==> src/hw/rtl/cpc_pkg.sv <==
// shared types, widths and the arctangent table for the cartesian/polar converter
package cpc_pkg;

    // field widths
    localparam int COORD_WIDTH = 16;
    localparam int ANGLE_BITS  = 16;
    localparam int ITERATIONS  = 16;

    // internal fixed-point formats
    localparam int GUARD     = 36 - COORD_WIDTH;
    localparam int XW        = COORD_WIDTH + GUARD + 4;
    localparam int ZW        = 35;
    localparam int KINV      = 10188014;
    localparam int KINV_BITS = 24;
    localparam int PW        = XW + KINV_BITS + 1;
    localparam int SH        = GUARD + KINV_BITS;
    localparam int RW        = PW - SH;

    // cycles from an accepted word to its result strobe
    localparam int LATENCY = ITERATIONS + 3;

    // arctangent of 2^-i in units of 2^-32 turn
    localparam logic [31:0] ATAN_TAB [32] = '{
        32'h20000000, 32'h12E4051E, 32'h09FB385B, 32'h051111D4, 32'h028B0D43,
        32'h0145D7E1, 32'h00A2F61E, 32'h00517C55, 32'h0028BE53, 32'h00145F2F,
        32'h000A2F98, 32'h000517CC, 32'h00028BE6, 32'h000145F3, 32'h0000A2FA,
        32'h0000517D, 32'h000028BE, 32'h0000145F, 32'h00000A30, 32'h00000518,
        32'h0000028C, 32'h00000146, 32'h000000A3, 32'h00000051, 32'h00000029,
        32'h00000014, 32'h0000000A, 32'h00000005, 32'h00000003, 32'h00000001,
        32'h00000001, 32'h00000000
    };

    // conversion kinds
    localparam logic KIND_TO_POLAR = 1'b0;
    localparam logic KIND_TO_RECT  = 1'b1;

    // input word
    typedef struct packed {
        logic                           kind;
        logic signed [COORD_WIDTH-1:0]  coord_a;
        logic signed [COORD_WIDTH-1:0]  coord_b;
    } cpc_in_t;

    // result word
    typedef struct packed {
        logic        [COORD_WIDTH-1:0]  magnitude;
        logic signed [ANGLE_BITS-1:0]   angle;
        logic signed [COORD_WIDTH-1:0]  x_out;
        logic signed [COORD_WIDTH-1:0]  y_out;
    } cpc_out_t;

    // cordic working set carried down the pipeline
    typedef struct packed {
        logic                  kind;
        logic                  org;
        logic signed [XW-1:0]  x;
        logic signed [XW-1:0]  y;
        logic signed [ZW-1:0]  z;
    } cpc_work_t;

    // table entry widened to the angle accumulator
    function automatic logic signed [ZW-1:0] atan_of(input logic [4:0] idx);
        return signed'(ZW'(ATAN_TAB[idx]));
    endfunction

endpackage

==> src/hw/rtl/cpc_post.sv <==
// gain correction multiply, rounding and saturation to the result word
module cpc_post (
    input  logic               clk,
    input  logic               rst_n,
    input  logic               in_valid,
    input  cpc_pkg::cpc_work_t in_work,
    output logic               out_valid,
    output cpc_pkg::cpc_out_t  out_word
);
    import cpc_pkg::*;

    localparam logic signed [KINV_BITS:0] KINV_S    = (KINV_BITS+1)'(KINV);
    localparam logic signed [PW-1:0]      P_RND     = PW'(1) <<< (SH - 1);
    localparam logic signed [ZW-1:0]      Z_RND     = ZW'(1) <<< (31 - ANGLE_BITS);
    localparam logic signed [RW-1:0]      MAG_MAX   = (RW'(1) <<< COORD_WIDTH) - RW'(1);
    localparam logic signed [RW-1:0]      COORD_MAX = (RW'(1) <<< (COORD_WIDTH-1)) - RW'(1);
    localparam logic signed [RW-1:0]      COORD_MIN = -(RW'(1) <<< (COORD_WIDTH-1));

    logic                           valid_a_reg;
    logic                           kind_a_reg;
    logic                           org_a_reg;
    logic signed [PW-1:0]           px_reg;
    logic signed [PW-1:0]           py_reg;
    logic signed [ANGLE_BITS-1:0]   ang_reg;
    logic signed [PW-1:0]           px_next;
    logic signed [PW-1:0]           py_next;
    logic signed [ZW-1:0]           z_rnd;
    logic signed [PW-1:0]           px_rnd;
    logic signed [PW-1:0]           py_rnd;
    logic signed [RW-1:0]           rx;
    logic signed [RW-1:0]           ry;
    logic                           valid_b_reg;
    cpc_out_t                       word_next;
    cpc_out_t                       word_reg;

    // multiply by the inverse cordic gain, round the angle
    always_comb
    begin
        px_next = in_work.x * KINV_S;
        py_next = in_work.y * KINV_S;
        z_rnd   = (in_work.z + Z_RND) >>> (32 - ANGLE_BITS);
    end

    // round half up, clip, zero the fields of the other conversion
    always_comb
    begin
        px_rnd = (px_reg + P_RND) >>> SH;
        py_rnd = (py_reg + P_RND) >>> SH;
        rx     = px_rnd[RW-1:0];
        ry     = py_rnd[RW-1:0];
        word_next = '0;
        if (kind_a_reg == KIND_TO_POLAR)
        begin
            if (!org_a_reg)
            begin
                word_next.angle = ang_reg;
                if (rx < 0)
                    word_next.magnitude = '0;
                else if (rx > MAG_MAX)
                    word_next.magnitude = MAG_MAX[COORD_WIDTH-1:0];
                else
                    word_next.magnitude = rx[COORD_WIDTH-1:0];
            end
        end
        else
        begin
            if (rx > COORD_MAX)
                word_next.x_out = COORD_MAX[COORD_WIDTH-1:0];
            else if (rx < COORD_MIN)
                word_next.x_out = COORD_MIN[COORD_WIDTH-1:0];
            else
                word_next.x_out = rx[COORD_WIDTH-1:0];
            if (ry > COORD_MAX)
                word_next.y_out = COORD_MAX[COORD_WIDTH-1:0];
            else if (ry < COORD_MIN)
                word_next.y_out = COORD_MIN[COORD_WIDTH-1:0];
            else
                word_next.y_out = ry[COORD_WIDTH-1:0];
        end
    end

    // valid bits
    always_ff @(posedge clk or negedge rst_n)
    begin
        if (!rst_n)
        begin
            valid_a_reg <= 1'b0;
            valid_b_reg <= 1'b0;
        end
        else
        begin
            valid_a_reg <= in_valid;
            valid_b_reg <= valid_a_reg;
        end
    end

    // product stage payload
    always_ff @(posedge clk)
    begin
        if (in_valid)
        begin
            kind_a_reg <= in_work.kind;
            org_a_reg  <= in_work.org;
            px_reg     <= px_next;
            py_reg     <= py_next;
            ang_reg    <= z_rnd[ANGLE_BITS-1:0];
        end
    end

    // output word register
    always_ff @(posedge clk)
    begin
        if (valid_a_reg)
            word_reg <= word_next;
    end

    assign out_valid = valid_b_reg;
    assign out_word  = word_reg;

endmodule

==> config.mk <==
export PLATFORM = sky130hd
export DESIGN_NAME = cpc_post
export DESIGN_NICKNAME = d
export VERILOG_FILES = /design/src/hw/rtl/cpc_pkg.sv /design/src/hw/rtl/cpc_post.sv
export SDC_FILE = /design/constraint.sdc
export NUM_CORES = 2
export LEC_CHECK = 0
export ABC_AREA = 1
export BUFFER_PORTS_ARGS = -buffer_cell sky130_fd_sc_hd__clkbuf_2
export CAP_MARGIN = 20
export CORE_ASPECT_RATIO = 0.5
export CORE_UTILIZATION = 45
export CTS_CLUSTER_SIZE = 8
export DETAILED_ROUTE_END_ITERATION = 12
export GPL_TIMING_DRIVEN = 1
export HOLD_SLACK_MARGIN = 0.08
export PLACE_DENSITY = 0.67
export SETUP_SLACK_MARGIN = 0.5
export SYNTH_ARGS = -nofsm -noshare
export SYNTH_HDL_FRONTEND = slang
export SYNTH_SLANG_ARGS = --single-unit
==> constraint.sdc <==
create_clock -name clk -period 4.73 [get_ports clk]
set_clock_uncertainty 0.05 [all_clocks]
set_input_delay 0.7095 -clock clk [delete_from_list [all_inputs] [get_ports clk]]
set_output_delay 0.7095 -clock clk [all_outputs]
set_load 0.01 [all_outputs]
* Word-level counts from Yosys, hierarchy flattened
Cells that the tools add are included.
Storage, ports and cells: register bits after elaboration 212, bits in latches 0, bits in writable memories 0, ROM bits 0, input bits 120, output and inout bits 65, logic and storage cells 34, memories 0
Cells by class: add/sub/neg operators 3, multipliers 2, divide/modulo/power cells 0, magnitude comparators 6, eq/ne operators 0, shift-type cells 0, multiplexer cells 5, bitwise gates (word level) 1, reduce and logical (&&, ||, !) cells 4
Operators with widths (count):
- $add A65 B45 Y65 const B | 2
- $mul A40 B24 Y64 const B | 2
- $mux W16 | 3
- $gt A21 B16 Y1 const B | 2
- $lt A21 B16 Y1 const B | 2
- $add A32 B17 Y32 const B | 1
- $mux W15 | 2
- $gt A21 B17 Y1 const B | 1
- $lt A21 B1 Y1 const B | 1
- $reduce_or A2 Y1 | 3
- $reduce_or A3 Y1 | 1
- $not A1 Y1 | 1

* Longest topological paths before layout
depth in word-level cells 4, mapped depth 28, mapped depth without buffers 28

* Least setup slack after synthesis
No wires, ideal clock.
path type input to register, from input in_work[114] in the netlist's numbering, to register px_reg[54] (data pin), setup time 0.252 ns, arrival time 5.584 ns, data required time 4.428 ns, path slack -1.156 ns, cell stages on the path 21, path buffers 1, cell sequence clkbuf_1 xor2_1 fa_1 fa_1 fa_1 inv_1 fa_1 fa_1 inv_1 fa_1 inv_1 ha_1 nand2_1 nor2_1 nand2_1 nor3_1 nand2_1 nor2_1 nor3_1 nand3_1 nand2_1
On the way: cells in the longest elaborated chain, start to end 1
Ends and longest elaborated chain:
- start, declared | line cpc_post.sv:6 | input cpc_pkg::cpc_work_t in_work,
- $mul A40 B24 Y64 | line cpc_post.sv:39 | px_next = in_work.x * KINV_S;
- named net px_next[54] | line cpc_post.sv:25 | logic signed [PW-1:0] px_next;
- end signal, assigned | line cpc_post.sv:104 | px_reg <= px_next;
- end, declared | line cpc_post.sv:22 | logic signed [PW-1:0] px_reg;
The timed path passes the listed nets, and every way through them passes these cells. A chain may end at the register's enable or synchronous reset.

* Worst setup path in the final report
from input in_work[69] in the netlist's numbering, to register py_reg[52] (data pin)
On the way: cells in the longest elaborated chain, start to end 1
Ends and longest elaborated chain:
- $mul A40 B24 Y64 | line cpc_post.sv:40 | py_next = in_work.y * KINV_S;
- named net py_next[52] | line cpc_post.sv:26 | logic signed [PW-1:0] py_next;
- end signal, assigned | line cpc_post.sv:105 | py_reg <= py_next;
- end, declared | line cpc_post.sv:23 | logic signed [PW-1:0] py_reg;
The timed path passes the listed nets, and every way through them passes these cells.

==> results.sh <==
export IMPL_ys_flop_type="edfxtp_1"
export IMPL_finalCritPeriodShare=1.25
export IMPL_syn_nets=7172
export IMPL_core_sq_um=104000
export IMPL_initial_core_util=0.458
export IMPL_register_area_sq_um=3830
export IMPL_htreeDepth=4
export IMPL_cts_buffers=17
export IMPL_grt_total_usage=0.277
export IMPL_worstSetupPathType="primary input to flop"
export IMPL_netlist_instances=5385
export IMPL_yosysSeqAreaShare=0.0809
export IMPL_wirelength_microns=142000
export IMPL_place_hpwl_microns=128000
export IMPL_place_congestion=1.01
export IMPL_nNetsFinal=8176
export IMPL_crit_fanout=6
export IMPL_synth_edff_count=126
export IMPL_gr_total_overflow=0
export IMPL_fillers=9108
export IMPL_viasPerCell=4.82
export IMPL_grt_pass1_wl_microns=227000
export IMPL_yosysMostFrequentCell="inv_1"
export IMPL_clk_latency_ps=430
export IMPL_end_kind="flop"
export IMPL_critPathArrivalTime_ps=6070
export IMPL_hold_ws_ps=419
export IMPL_yosysUniqueCellTypes=43
export IMPL_detail_route_antenna_nets=0
export IMPL_num_vias=37600
export IMPL_drv_cap=0
export IMPL_clock_root_buffer="clkbuf_16"
export IMPL_multi_input_area_sq_um=41000
export IMPL_synthTopCellsByCount="1747 x inv_1, 978 x fa_1, 689 x ha_1, 688 x nand2_1, 366 x nor2_1"
export IMPL_clkSlewWorstSetupHoldPaths_ps=60
export IMPL_synthArstFlopShare=0.0156
export IMPL_drtIter0Drc=2067
export IMPL_die_area_sq_um=107000
export IMPL_cp_start_kind="primary input"
export IMPL_setup_viol=44
export IMPL_antenna_found_initial=0
export IMPL_rows=83
export IMPL_status="finished, violations left"
export IMPL_die_h_microns=232
export IMPL_netlist_top_cells_area="fa_1 41%, ha_1 18%, inv_1 14%"
export IMPL_ios=185
export IMPL_drc=0
export IMPL_hp_class="primary input to flop"
export IMPL_drive_gt1_frac=0.295
export IMPL_min_period_ps=5940
export IMPL_firstDrtPassIters=5
export IMPL_max_freq_mhz=168
export IMPL_grt_pass1_vias=41600
export IMPL_area_growth_syn_to_layout_pct=30.1
export IMPL_numPortBuffers=166
export IMPL_ys_warn_count=0
export IMPL_cts_sinks=128
export IMPL_slew_viol_final=0
export IMPL_ys_ff_latch=128
export IMPL_setup_slack_ps=-1210
export IMPL_slew_headroom=0.594
export IMPL_yosys_area_top_type="fa_1"
export IMPL_largest_reg_flops=64
export IMPL_cts_max_path_buffers=2
export IMPL_wire_per_inst_microns=18.3
export IMPL_insertedDiodeCount=0
export IMPL_grt_max_degree=51
export IMPL_required_ps=4860
export IMPL_synth_top_area_share=0.413
export IMPL_tightest_slew_ps=609
export IMPL_cts_tree="yes"
export IMPL_synth_avg_cell_area_sq_um=8.80
export IMPL_hold_viol_final=0
export IMPL_die_x_microns=461
export IMPL_rsz0062_at_grt="true"
export IMPL_violations="negative setup slack"
export IMPL_fin_tns_setup_ps=-48010
export IMPL_syn_area_sq_um=47400
-- final timing paths --
path	from	endpoint	slack [ps]	cells after the start
hold / removal	in_work[116]	kind_a_reg	420	1
setup / recovery	in_work[69]	py_reg[52]	-1210	23
setup reg to reg	py_reg[43]	out_word[14]	2080	10
hold reg to reg	ang_reg[5]	out_word[37]	500	2
min in group asynchronous	rst_n	out_valid	550	2
max in group asynchronous	rst_n	valid_a_reg	3970	2
-- cells in the final DEF, fill, tap and decap left out, types with 29 or more instances in the layout --
cell	Yosys	final
ha_4	0	102
inv_2	1	116
o21ai_0	109	46
nand2_4	2	52
a21oi_1	165	73
o21ai_2	10	40
o21ai_1	0	30
xnor2_1	34	34
nor2_2	7	72
nand2_1	688	538
nor2_4	4	66
nand2_2	9	107
a21oi_2	0	68
edfxtp_1	126	126
nor2_1	366	239
fa_1	978	911
inv_1	1747	1622
buf_4	2	786
nand3_1	137	112
buf_6	3	29
clkbuf_2	0	111
fa_2	0	67
o21bai_1	49	39
xor2_1	83	78
ha_1	689	571
clkbuf_16	0	30
-- timing repair --
action | CTS | global route
hold buffers | 1 | 0
cloned | 0 | 0
buffers inserted | 38 | 22
pin swaps | 189 | 182
resized for setup | 569 | 329
endpoints found under the hold margin | 2 | 0
endpoints found under the setup margin | 44 | 44
-- critical path: stages --
cell	delay, ps
clkbuf_16	140
buf_8	140
fa_1	530
inv_1	50
fa_1	490
fa_2	370
fa_1	560
inv_2	40
fa_1	480
fa_1	600
inv_1	70
fa_1	490
inv_2	50
ha_4	290
nand2_4	80
nor2_4	130
clkinv_4	90
nor2_4	130
nand2_2	80
nor4_2	240
nand2_1	140
nand4_1	100
nand2_1	60
-- kinds of logic after synthesis --
| family | after synthesis | synth area share |
|---|---|---|
| compound gates | 381 | 0.0459 |
| flops | 128 | 0.0809 |
| simple gates | 1331 | 0.117 |
| fa+ha+maj | 1667 | 0.595 |
| xor+xnor | 117 | 0.0216 |
| buf+inv | 1761 | 0.140 |
-- layer usage --
layer  vias to the layer above  global-route usage  wire [microns]
met5                         -                   0               0
met1                     18700               0.371           63300
met2                       774               0.483           69800
met4                         0              0.0623            3500
li1                      18000                   -               -
met3                       175              0.0273            5840
-- metrics by stage --
stage               cells  utilization  setup WS [ps]  instance area, sq um
floorplan            5385            -           -959                 48800
detailed placement   7710        0.553          -1990                 57200
CTS                  7780        0.583          -1190                 60300
global route         7803        0.596          -1380                 61700
finish               7803        0.596          -1210                 61700
global placement     7710        0.553          -1970                 57200
-- area by class of cell --
class                      instances  share of cell area
multi-input combinational       3496               0.665
tap                             1402              0.0284
timing repair buffer             997               0.129
sequential                       128              0.0622
clock buffer                      17             0.00690
inverter                        1749               0.107
clock inverter                    14             0.00189
Power is not shown: default switching activity piles up to over one toggle a cycle in this logic, so the estimate is an artifact.
