--- src/hw/rtl/cpc_pkg.sv ---
// shared types, widths and the arctangent table for the cartesian/polar converter
package cpc_pkg;

    // field widths
    localparam int COORD_WIDTH = 16;
    localparam int ANGLE_BITS  = 16;
    localparam int ITERATIONS  = 16;

    // internal fixed-point formats
    localparam int GUARD     = 36 - COORD_WIDTH;
    localparam int XW        = COORD_WIDTH + GUARD + 4;
    localparam int ZW        = 35;
    localparam int KINV      = 10188014;
    localparam int KINV_BITS = 24;
    localparam int PW        = XW + KINV_BITS + 1;
    localparam int SH        = GUARD + KINV_BITS;
    localparam int RW        = PW - SH;

    // cycles from an accepted word to its result strobe
    localparam int LATENCY = ITERATIONS + 3;

    // arctangent of 2^-i in units of 2^-32 turn
    localparam logic [31:0] ATAN_TAB [32] = '{
        32'h20000000, 32'h12E4051E, 32'h09FB385B, 32'h051111D4, 32'h028B0D43,
        32'h0145D7E1, 32'h00A2F61E, 32'h00517C55, 32'h0028BE53, 32'h00145F2F,
        32'h000A2F98, 32'h000517CC, 32'h00028BE6, 32'h000145F3, 32'h0000A2FA,
        32'h0000517D, 32'h000028BE, 32'h0000145F, 32'h00000A30, 32'h00000518,
        32'h0000028C, 32'h00000146, 32'h000000A3, 32'h00000051, 32'h00000029,
        32'h00000014, 32'h0000000A, 32'h00000005, 32'h00000003, 32'h00000001,
        32'h00000001, 32'h00000000
    };

    // conversion kinds
    localparam logic KIND_TO_POLAR = 1'b0;
    localparam logic KIND_TO_RECT  = 1'b1;

    // input word
    typedef struct packed {
        logic                           kind;
        logic signed [COORD_WIDTH-1:0]  coord_a;
        logic signed [COORD_WIDTH-1:0]  coord_b;
    } cpc_in_t;

    // result word
    typedef struct packed {
        logic        [COORD_WIDTH-1:0]  magnitude;
        logic signed [ANGLE_BITS-1:0]   angle;
        logic signed [COORD_WIDTH-1:0]  x_out;
        logic signed [COORD_WIDTH-1:0]  y_out;
    } cpc_out_t;

    // cordic working set carried down the pipeline
    typedef struct packed {
        logic                  kind;
        logic                  org;
        logic signed [XW-1:0]  x;
        logic signed [XW-1:0]  y;
        logic signed [ZW-1:0]  z;
    } cpc_work_t;

    // table entry widened to the angle accumulator
    function automatic logic signed [ZW-1:0] atan_of(input logic [4:0] idx);
        return signed'(ZW'(ATAN_TAB[idx]));
    endfunction

endpackage

--- src/hw/rtl/cpc_prerot.sv ---
// input stage: quadrant folding and fixed-point scaling ahead of the cordic pipeline
module cpc_prerot (
    input  logic             clk,
    input  logic             rst_n,
    input  logic             in_valid,
    input  cpc_pkg::cpc_in_t cmd,
    output logic             out_valid,
    output cpc_pkg::cpc_work_t work
);
    import cpc_pkg::*;

    localparam logic signed [ZW-1:0] Z_HALF    = ZW'(64'h8000_0000);
    localparam logic signed [ZW-1:0] Z_QUARTER = ZW'(64'h4000_0000);

    logic signed [COORD_WIDTH-1:0] a_s;
    logic signed [COORD_WIDTH-1:0] b_s;
    logic signed [ANGLE_BITS-1:0]  ang_s;
    logic signed [XW-1:0]          a_ext;
    logic signed [XW-1:0]          b_ext;
    logic signed [ZW-1:0]          z_in;
    cpc_work_t                     work_next;
    cpc_work_t                     work_reg;
    logic                          valid_reg;

    // fold the operands into the right half plane / the cordic range
    always_comb
    begin
        a_s   = cmd.coord_a;
        b_s   = cmd.coord_b;
        ang_s = cmd.coord_b[ANGLE_BITS-1:0];
        a_ext = XW'(a_s) <<< GUARD;
        b_ext = XW'(b_s) <<< GUARD;
        z_in  = ZW'(ang_s) <<< (32 - ANGLE_BITS);

        work_next.kind = cmd.kind;
        work_next.org  = 1'b0;
        work_next.x    = a_ext;
        work_next.y    = b_ext;
        work_next.z    = '0;

        if (cmd.kind == KIND_TO_POLAR)
        begin
            work_next.org = (a_s == '0) && (b_s == '0);
            if (a_s < 0)
            begin
                work_next.x = -a_ext;
                work_next.y = -b_ext;
                work_next.z = Z_HALF;
            end
        end
        else
        begin
            work_next.y = '0;
            work_next.z = z_in;
            if (z_in > Z_QUARTER)
            begin
                work_next.z = z_in - Z_HALF;
                work_next.x = -a_ext;
            end
            else if (z_in < -Z_QUARTER)
            begin
                work_next.z = z_in + Z_HALF;
                work_next.x = -a_ext;
            end
        end
    end

    // valid bit
    always_ff @(posedge clk or negedge rst_n)
    begin
        if (!rst_n)
            valid_reg <= 1'b0;
        else
            valid_reg <= in_valid;
    end

    // payload
    always_ff @(posedge clk)
    begin
        if (in_valid)
            work_reg <= work_next;
    end

    assign out_valid = valid_reg;
    assign work      = work_reg;

endmodule

--- config.mk ---
export PLATFORM = sky130hd
export DESIGN_NAME = cpc_prerot
export DESIGN_NICKNAME = d
export VERILOG_FILES = /design/src/hw/rtl/cpc_pkg.sv /design/src/hw/rtl/cpc_prerot.sv
export SDC_FILE = /design/constraint.sdc
export NUM_CORES = 1
export LEC_CHECK = 0
export CAP_MARGIN = 20
export CORE_AREA = 2 2 85 79
export CTS_BUF_LIST = sky130_fd_sc_hd__clkbuf_2
export DETAILED_ROUTE_END_ITERATION = 8
export DIE_AREA = 0 0 87 81
export DONT_BUFFER_PORTS = 1
export GPL_ROUTABILITY_DRIVEN = 0
export PLACE_DENSITY = 0.75
export REMOVE_ABC_BUFFERS = 1
export SYNTH_ARGS = -nofsm -noshare
export SYNTH_HDL_FRONTEND = slang
export SYNTH_SLANG_ARGS = --single-unit
--- constraint.sdc ---
create_clock -name clk -period 0.8 [get_ports clk]
set_clock_uncertainty 0.15 [all_clocks]
set_input_delay 0.16 -clock clk [delete_from_list [all_inputs] [get_ports clk]]
set_output_delay 0.16 -clock clk [all_outputs]
set_load 0.02 [all_outputs]
# Yosys cells after proc, flatten, opt, wreduce, memory -nomap -nowiden

Index checks and enable logic that the tools add are counted.

Register bits: 118
Bits in latches: 0
Memory bits (writable): 0
Bits in read-only memories: 0
Input port bits: 36
Output and inout port bits: 118
Logic and storage cells: 25
Memories kept: 0

Add/sub/neg operators: 4
$mul: 0
Divide/modulo/power cells: 0
Order comparisons: 3
Equal/unequal tests: 0
Shifts and indexed selects: 0
Multiplexer cells: 6
Bitwise operators: 1
Reduce and logical (&&, ||, !) cells: 4

Operators by type and width:

| kind                   | count |
|---|---|
| $mux 115               | 2 |
| $mux 40                | 2 |
| $neg 36->40            | 2 |
| $mux 35                | 2 |
| $add 32x33->34 const B | 1 |
| $sub 32x33->34 const B | 1 |
| $gt 32x32->1 const B   | 1 |
| $logic_not 16->1       | 2 |
| $lt 32x31->1 const B   | 1 |
| $lt 16x1->1 const B    | 1 |
| $reduce_or 2->1        | 1 |
| $logic_and 1x1->1      | 1 |
| $not 1->1              | 1 |

# Longest topological paths before layout

Gate-level depths: netlist of run 1.

Depth in word-level cells: 4
Depth in mapped cells: 8
Depth with buffers taken out: 7

# Least setup slack after synthesis of run 1

OpenSTA, ideal clock, no wires.

Path kind: input to register
Start: input cmd[0] (netlist bit)
End: register work_reg, in the netlist work[31] (data pin)
Setup time: 259 ps
Arrival: 1996 ps
Data required time: 391 ps
Slack: -1605 ps
Stages: 8
Buffers on the path: 2
Cell sequence: inv_1 ha_1 or4b_1 buf_2 or4_4 buf_6 o21a_1 or2_1

RTL lines:

| item                 | line             | source |
|---|---|---|
| from (decl)          | cpc_prerot.sv:6  | `input cpc_pkg::cpc_in_t cmd,` |
| to (signal assigned) | cpc_prerot.sv:81 | `work_reg <= work_next;` |
| to (decl)            | cpc_prerot.sv:22 | `cpc_work_t work_reg;` |

==> metrics, run 1 <==
Max clock buf depth=2; hold_ws=-0.444 ns; first-pass GRT wire length=about 12,000 µm; CP startpoint=cmd[0]; Core Rows=28; Port Buf Inserts=0; worst-margin pin slew=a little under 0.7 ns; final number of hold-violating endpoints=~100; setup violators final=about 100; critical path fanouts, max=5; Leak=~0.0017 µW; final worst slack=-0.930 ns; status=complete, but fails checks; initial core utilization=about 58%; HP Start=in_valid; cell taking the most area after synthesis=edfxtp_1; Hold/Removal Path Class=input pin to register; Post-Place Setup Slack=-1.60 ns; via-per-instance ratio=5.83; count of cell types in the netlist=46; drt first pass iters=4; Routed Antenna Nets=0; IO Pins=between 150 and 200; Main synth FF type=edfxtp_1; Mapped Area=3630 µm²; CTS Sinks=60; CTS Buf Count=9; H-tree levels=3; drt first-iter violations=153; Int Power=5000 µW; number of synthesized flops with an enable pin=59; Pwr Total=roughly 7200 µW; post-synthesis mux area share=under 10%; Fmax achieved=approximately 580 MHz; post-synthesis compound-gate area fraction=between 10 and 15%; Peak VDD IR=just over 0.8 mV; top cell type's share of synthesized area=48.9%; XOR/XNOR Fraction of Synth Area=slightly below 4%; Multi-input gate area=roughly 1800 µm²; vias in the first global route=~2.5k; routed vias=2,723; max_slew headroom=54.7%; register bit total from synthesis=60; Sw Share=~30%; Die Area=between 7000 and 8000 µm²; Global Route Usage Sum=23.3%; nets@finish=roughly 430; antenna violations before repair=1; minimum clock period=around 1.7 ns; total wire length=8490 µm; largest family of logic cells by synthesized area=simple AND/OR/NAND/NOR gates; Layout fillers=just under 400; NetSw=2170 µW; Setup crit end kind=register; Chip Width=~87 µm; Sequential Power Share=about three fifths; fin crit share=216%; Register Area=1800 µm²; Synth Area in Simple Gates=between 15 and 20%; Syn Area/Cell=between 10 and 15 µm²; largest net degree at the start of global routing=61; RSZ-0062 raised after global routing=yes; Die Height=~81 µm; max-cap violations=0; Seq/Total Area, Yosys=49.6%; pwr/cell area=1620 nW/µm²; CTS tree=done; CP required=just under 0.9 ns; arrival time at the worst endpoint=~1.8 ns; Clock power frac=about 25%; Post-DP HPWL=slightly above 5000 µm; Post-Synth Adder-Cell Area=between 2 and 2.5%; max FFs per register=between 50 and 60; Crit Path Category=input pin to register; layout overhead on the synthesized area=22.2%; Post-Route Utilization=a little over two thirds; Synthesis Warnings=0; top cells by area, synth=edfxtp_1, buf_4, xor2_1, and2_1, ha_1; Final Max Tran Viols=0; # DRC=0; Worst-path clk slew=roughly 0.17 ns; core area=6270 µm²; clk root buf=clkbuf_2; proportion of layout cells with a drive suffix above 1=around 25%; failing checks=hold timing, setup timing; startpoint class of the critical path=input pin; FFs w/ async S/R, synth=approximately 1.7%; combinational power share=between 10% and 20%; Gate Count Post-Synth=roughly 330; GRT Residual Overflow=0; drt wl/cell=roughly 18 µm
==> area by class of cell <==
cell class	count	area share (%)
tap	75	2.12
clock buffer	10	1.13
antenna	1	0.0565
inverter	8	1.55
multi-input combinational	243	39.7
timing repair buffer	64	13.7
sequential	60	40.6
clock inverter	6	1.24
==> final timing paths <==
check | slack, ns | cells after the start | to
worst max-delay path | -0.93 | 6 | work[31]$_DFFE_PP_
min in group asynchronous | 0.25 | 2 | out_valid$_DFF_PN0_
worst min-delay path | -0.44 | 0 | out_valid$_DFF_PN0_
max in group asynchronous | 0.15 | 2 | out_valid$_DFF_PN0_
==> worst max-delay path: stages <==
cell	delay (ns)
clkinv_8	0.03
ha_4	0.12
or4b_4	0.51
or4_4	0.60
o21a_1	0.21
or2_1	0.20
==> per-stage QoR <==
| step | area, µm² | TNS, ns | std cells |
|---|---|---|---|
| 3_5_place_dp | 3650 | -53.39 | 417 |
| 3_3_place_gp | 3650 | -53.16 | 417 |
| 6_report | 4430 | -59.52 | 467 |
| 2_1_floorplan | 3310 | -52.93 | 310 |
| 4_1_cts | 4310 | -60.95 | 463 |
| 5_1_grt | 4430 | -63.00 | 467 |
==> power groups by stage <==
stage	clock network (µW)	logic [µW]	registers [µW]
floorplan	0	625	4330
global placement	0	804	4370
detailed placement	0	828	4370
CTS	1800	1040	4300
global route	1930	1200	4320
finish	1770	1110	4290
==> cell usage after synthesis (all sizes together), types with 2 or more instances <==
master,instances
buf,61
nor4,8
nor2b,3
xor2,14
and2,14
o211ai,5
o2111ai,2
nor3,13
nor2,22
o221ai,3
o31a,3
edfxtp,59
and3b,2
or3,8
ha,7
nand2b,2
or4b,2
o21ai,17
mux2,3
o41ai,3
a211oi,11
o311a,2
or4,9
or2,7
a311oi,2
nand2,3
o31ai,4
inv,7
xnor2,2
a21oi,10
clkbuf,18
==> logic make-up (layout without fill, tap and decap cells) <==
logic type               after synthesis  after routing
flip-flops                            60             60
multiplexers                           4              4
buffers and inverters                 87             88
XOR/XNOR                              16             16
AND/OR/NAND/NOR                       94             95
other                                  1             57
AO/OA/AOI/OAI                         65             65
adder cells (fa/ha/maj)                7              7
==> timing repair <==
action | 4_1_cts | 5_1_grt
endpoints found under the setup margin | 100 | 104
endpoints found under the hold margin | 120 | 103
hold buffers | 26 | 1
pin swaps | 20 | 26
cloned | 1 | 0
gates resized for setup | 63 | 20
setup buffers | 3 | 3
==> per-layer routing <==
layer,vias up,routed length [µm],track usage (%)
met5,-,0,0
met4,0,197,9.38
met3,25,787,6.81
met2,177,4290,40.8
met1,1287,3220,26.6
li1,1234,-,-
==> cell usage in the layout (no fill, tap or decap), drive strengths merged, types with 2 or more instances in the layout <==
master / Yosys / routed
edfxtp: 59 / 59
conb: 1 / 56
buf: 61 / 37
dlygate4sd3: 0 / 24
nor2: 22 / 22
o21ai: 17 / 17
xor2: 14 / 14
and2: 14 / 14
nor3: 13 / 13
a211oi: 11 / 11
clkbuf: 18 / 10
a21oi: 10 / 10
or4: 9 / 10
or3: 8 / 8
nor4: 8 / 8
or2: 7 / 7
ha: 7 / 7
clkinv: 1 / 7
inv: 7 / 5
o211ai: 5 / 5
o31ai: 4 / 4
nor2b: 3 / 3
o221ai: 3 / 3
o31a: 3 / 3
nand2: 3 / 3
o41ai: 3 / 3
dlymetal6s4s: 0 / 3
mux2: 3 / 3
or4b: 2 / 2
xnor2: 2 / 2
and3b: 2 / 2
nand2b: 2 / 2
o2111ai: 2 / 2
o311a: 2 / 2
a311oi: 2 / 2
Note: power is estimated with default switching activity, not from simulation.
==> run 2: changes to the inputs <==
- CORE_AREA: 2 2 85 79 -> 2 2 81 83
- CTS_CLUSTER_SIZE: default -> 14
- DIE_AREA: 0 0 87 81 -> 0 0 83 85
- PLACE_DENSITY: 0.75 -> 0.74
==> metrics, run 2 (synthesized netlist as in run 1, its figures left out) <==
Fmax achieved=575 MHz (-0.49%); drt first-iter violations=164 (+7.2%); Die Height=85 µm (+4.9%); max FFs per register=59 (unchanged); startpoint class of the critical path=input pin; CTS Sinks=60 (unchanged); hold_ws=-0.424 ns (+0.0201 ns); layout overhead on the synthesized area=26.1%; arrival time at the worst endpoint=1.90 ns (+0.08 ns); Worst-path clk slew=0.18 ns (about the same); CP max-delay cell=or4_4; setup violators final=100 (-0.99%); antenna violations before repair=0 (-1); fin crit share=217% (+1.1 points); Setup crit end kind=register; failing checks=hold timing, setup timing; Critical Path, Cell by Cell=clkinv_16, ha_4, or4b_4, or3_1, or4_4, o211ai_1; Routed Antenna Nets=0 (unchanged); Core Rows=29 (+3.6%); Leak=0.00176 µW (+2.8%); CP required=0.96 ns (+0.07 ns); commonest cells after routing, fill and taps aside=edfxtp_1, conb_1, buf_4; Peak VDD IR=1.10 mV (+33%); CP startpoint=cmd[1]; worst-margin pin slew=0.894 ns (+0.220 ns); initial core utilization=58.4% (+0.62 points); core area=6200 µm² (-1.1%); drt wl/cell=19.2 µm (+5.6%); Crit Path Category=input pin to register; HP Start=in_valid; routed vias=2,728 (+0.18%); hold_buf cts=26 (unchanged); via-per-instance ratio=5.79 (-0.67%); status=complete, but fails checks; # DRC=0 (unchanged); commonest non-fill, non-tap cell in the layout=edfxtp_1; Die Area=7060 µm² (+0.11%); final worst slack=-0.938 ns (-0.00848 ns); nets@finish=432 (+0.70%); n_diodes=0 (-1); CP peak stage delay=0.54 ns (-0.06 ns); first-pass GRT wire length=13,200 µm (+6.3%); Chip Width=83 µm (-4.6%); clk root buf=clkbuf_2; Final Max Tran Viols=0 (unchanged); vias in the first global route=2,595 (+3.6%); proportion of layout cells with a drive suffix above 1=29.7% (+4.4 points); pwr/cell area=1610 nW/µm² (-0.62%); final number of hold-violating endpoints=103 (+2.0%); max_slew headroom=40.0% (-15 points); CTS Buf Count=9 (unchanged); IO Pins=154 (unchanged); CP endpoint=work[111]$_DFFE_PP_; critical path fanouts, max=5 (unchanged); Global Route Usage Sum=23.5% (+0.24 points); drt first pass iters=7 (+3); minimum clock period=1.74 ns (+0.00848 ns); Post-Place Setup Slack=-1.53 ns (+0.0713 ns); total wire length=9040 µm (+6.5%); CTS tree=done; H-tree levels=3 (unchanged); largest net degree at the start of global routing=61 (unchanged); Max clock buf depth=2 (unchanged); RSZ-0062 raised after global routing=yes; Hold/Removal Path Class=input pin to register; max-cap violations=0 (unchanged); Post-DP HPWL=5260 µm (+4.4%); GRT Residual Overflow=0 (unchanged); Port Buf Inserts=0 (unchanged)
[run 2: how the worst min path moves through the flow]
stage,end,slack (ns),cells past startpoint
2_1_floorplan,out_valid$_DFF_PN0_,-0.29,0
3_3_place_gp,out_valid$_DFF_PN0_,-0.29,0
3_5_place_dp,out_valid$_DFF_PN0_,-0.29,0
4_1_cts,out_valid$_DFF_PN0_,-0.50,0
5_1_grt,out_valid$_DFF_PN0_,-0.52,0
6_report,out_valid$_DFF_PN0_,-0.42,0
[run 2: area by class of cell]
| type | instances | area [µm²] |
|---|---|---|
| Clock buffer | 9 | 45.0 |
| Clock inverter | 7 | 67.6 |
| Fill cell | 406 | 1630 |
| Inverter | 8 | 68.8 |
| Multi-Input combinational cell | 243 | 1860 |
| Sequential cell | 60 | 1800 |
| Tap cell | 77 | 96.3 |
| Timing Repair Buffer | 67 | 636 |
[run 2: per-stage QoR]
stage                     area (µm²)  utilization, %  setup TNS, ns  instances  power, µW
after floorplan                 3310               -         -52.93        310       4960
final                           4570            73.7         -60.66        471       7360
after global routing            4570            73.7         -63.79        471       7640
after detailed placement        3660            58.9         -53.63        419       5200
after global placement          3660            58.9         -53.06        419       5170
after CTS                       4300            69.4         -60.94        468       7270
[run 2: where the power goes]
part | internal [µW] | leakage (µW) | switching (µW)
Clock | 695 | 0.0000552 | 1190
Combinational | 512 | 0.00112 | 673
Sequential | 3820 | 0.000583 | 475
[run 2: layer usage]
| metal | wire, µm | part of all wire [%] | GRT usage [%] | vias up |
|---|---|---|---|---|
| met5 | 0 | 0 | 0 | - |
| met4 | 37 | 0.41 | 5.66 | 0 |
| met3 | 755 | 8.4 | 8.07 | 6 |
| met2 | 4880 | 54 | 42.2 | 140 |
| met1 | 3370 | 37 | 27.1 | 1345 |
| li1 | - | - | - | 1237 |
[run 2: timing repair]
item | 4_1_cts | 5_1_grt
resized for setup | 55 | 51
hold endpoints to repair | 120 | 106
gates cloned | 1 | 0
pin swaps | 16 | 38
setup buffers | 7 | 3
endpoints found under the setup margin | 101 | 102
[run 2: critical path, delay by kind of cell]
kind                       cells  cell delay (ns)
AOI/OAI and AO/OA              1             0.15
and+or+nand+nor                3             1.45
adders and majority gates      1             0.11
buffers and inverters          1             0.03
==> run 3: changes to the inputs <==
- REMOVE_ABC_BUFFERS: 1 -> default
==> metrics, run 3 (synthesized netlist as in run 1, its figures left out) <==
status=complete, but fails checks; failing checks=hold timing, setup timing; Sequential Power Share=61.8% (+3.5 points); max_slew headroom=50.7% (+11 points); proportion of layout cells with a drive suffix above 1=27.0% (-2.7 points); Chip Width=83 µm (unchanged); Clock power frac=22.0% (-3.6 points); worst hold path endpoint=out_valid$_DFF_PN0_; total wire length=8350 µm (-7.7%); arrival time at the worst endpoint=1.85 ns (-0.05 ns); CP peak stage delay=0.57 ns (+0.03 ns); combinational power share=16.2% (about the same); final number of hold-violating endpoints=104 (+0.97%); WHS Path Cells=0 (unchanged); setup violators final=102 (+2.0%); minimum clock period=1.67 ns (-0.0712 ns); setup TNS=-58.66 ns (+2.01 ns); initial core utilization=58.4% (unchanged); CTS Buf Count=9 (unchanged); IO Pins=154 (unchanged); Sw Share=32.3% (+0.59 points); pwr/cell area=1570 nW/µm² (-2.4%); drt wl/cell=17.6 µm (-8.3%); CP max-delay cell=or4_4; Setup crit end kind=register; CTS Sinks=60 (unchanged); antenna violations before repair=0 (unchanged); Fmax achieved=600 MHz (+4.3%); placed cell area=3850 µm² (+5.2%); Crit Path Category=input pin to register; Crit path top cell by count=or4_4; drt first pass iters=4 (-3); largest net degree at the start of global routing=61 (unchanged); core area=6200 µm² (unchanged); Int Power=4700 µW (-6.5%); first-pass GRT wire length=13,100 µm (-1.1%); Max clock buf depth=2 (unchanged); H-tree levels=3 (unchanged); Register Area=1800 µm² (unchanged); commonest non-fill, non-tap cell in the layout=edfxtp_1; Peak VDD IR=0.997 mV (-9.3%); final worst slack=-0.867 ns (+0.0712 ns); Final Max Tran Viols=0 (unchanged); drt first-iter violations=215 (+31%); Critical Path, Cell by Cell=or4_4, buf_6, or3_4, or4_4, o211ai_1; worst-margin pin slew=0.733 ns (-0.161 ns); Non-Filler Instances=474 (+0.64%); routed vias=2,642 (-3.2%); commonest cells after routing, fill and taps aside=edfxtp_1, conb_1, buf_4; n_diodes=0 (unchanged); max-cap violations=0 (unchanged); HP Start=in_valid; fin crit share=208% (-8.9 points); nets@finish=435 (+0.69%); Hold/Removal Path Class=input pin to register; Die Area=7060 µm² (unchanged); critical path fanouts, max=5 (unchanged); max FFs per register=59 (unchanged); clk root buf=clkbuf_2; Die Height=85 µm (unchanged); # DRC=0 (unchanged); Placed Cells incl. Taps=425 (+1.4%); Global Route Usage Sum=23.7% (+0.22 points); Worst-path clk slew=0.17 ns (about the same); RSZ-0062 raised after global routing=yes; CTS tree=done; startpoint class of the critical path=input pin; Core Rows=29 (unchanged); Layout fillers=420 (+3.4%); NetSw=2240 µW (-3.9%); CP required=0.98 ns (+0.02 ns); hold_ws=-0.444 ns (-0.0202 ns); Leak=0.00172 µW (-1.9%); Multi-input gate area=1730 µm² (-7.2%); GRT Residual Overflow=0 (unchanged); vias in the first global route=2,533 (-2.4%); via-per-instance ratio=5.57 (-3.8%); Routed Antenna Nets=0 (unchanged); layout overhead on the synthesized area=21.9%; Port Buf Inserts=0 (unchanged); Design Area, Final=4420 µm² (-3.3%); Post-DP HPWL=5380 µm (+2.3%)
run 3: changes by cell type in the layout (fill, tap and decap cells not counted), moves of 3 or more:
cell,change
nor4_1,+3
a211oi_1,+5
buf_4,+7
buf_6,-3
a211oi_4,-4
run 3: final cells by class:
| cell class | count | share of cell area [%] |
|---|---|---|
| Clock inverter | 6 | 0.736 |
| Multi-Input combinational cell | 242 | 39.1 |
| Clock buffer | 10 | 1.13 |
| Inverter | 8 | 1.56 |
| Sequential cell | 60 | 40.7 |
| Tap cell | 77 | 2.18 |
| Timing Repair Buffer | 71 | 14.6 |
run 3: power groups by stage:
stage	clock, µW	sequential [µW]	combinational (µW)
after floorplan	0	4320	1050
after global placement	0	4360	875
after detailed placement	0	4370	901
after CTS	1550	4300	1070
after global routing	1700	4320	1210
final	1530	4290	1120
run 3: worst max-delay path, delay by kind of cell:
kind / cells / cell delay [ns]
simple gates: 3 / 1.40
buf+inv: 1 / 0.17
compound gates: 1 / 0.12
run 3: timing repair:
item / in CTS / in global routing
resized for setup: 22 / 14
pin swaps: 9 / 15
setup endpoints to repair: 99 / 102
hold buffers: 26 / 1
setup buffers: 4 / 3
endpoints found under the hold margin: 120 / 107
run 3: worst max path at each step:
stage	start	end	slack (ns)
finish	cmd[8]	work[112]$_DFFE_PP_	-0.87
global route	cmd[1]	work[31]$_DFFE_PP_	-0.85
CTS	cmd[1]	work[31]$_DFFE_PP_	-0.80
detailed placement	cmd[1]	work[112]$_DFFE_PP_	-1.39
global placement	cmd[1]	work[31]$_DFFE_PP_	-1.37
floorplan	cmd[1]	work[31]$_DFFE_PP_	-1.48
run 3: metal layers:
metal	vias to the layer above	wire, µm	GRT usage, %
li1	1240	-	-
met1	1280	3290	28.0
met2	116	4420	40.5
met3	6	551	7.00
met4	0	78	10.1
met5	-	0	0
run 3: metrics by stage:
step	power (µW)	util (%)	setup WS [ns]	hold WS, ns
2_1_floorplan	5380	-	-1.48	-0.286
3_3_place_gp	5240	62.0	-1.37	-0.286
3_5_place_dp	5270	62.0	-1.39	-0.286
4_1_cts	6920	70.0	-0.802	-0.507
5_1_grt	7230	71.2	-0.850	-0.511
6_report	6940	71.2	-0.867	-0.444
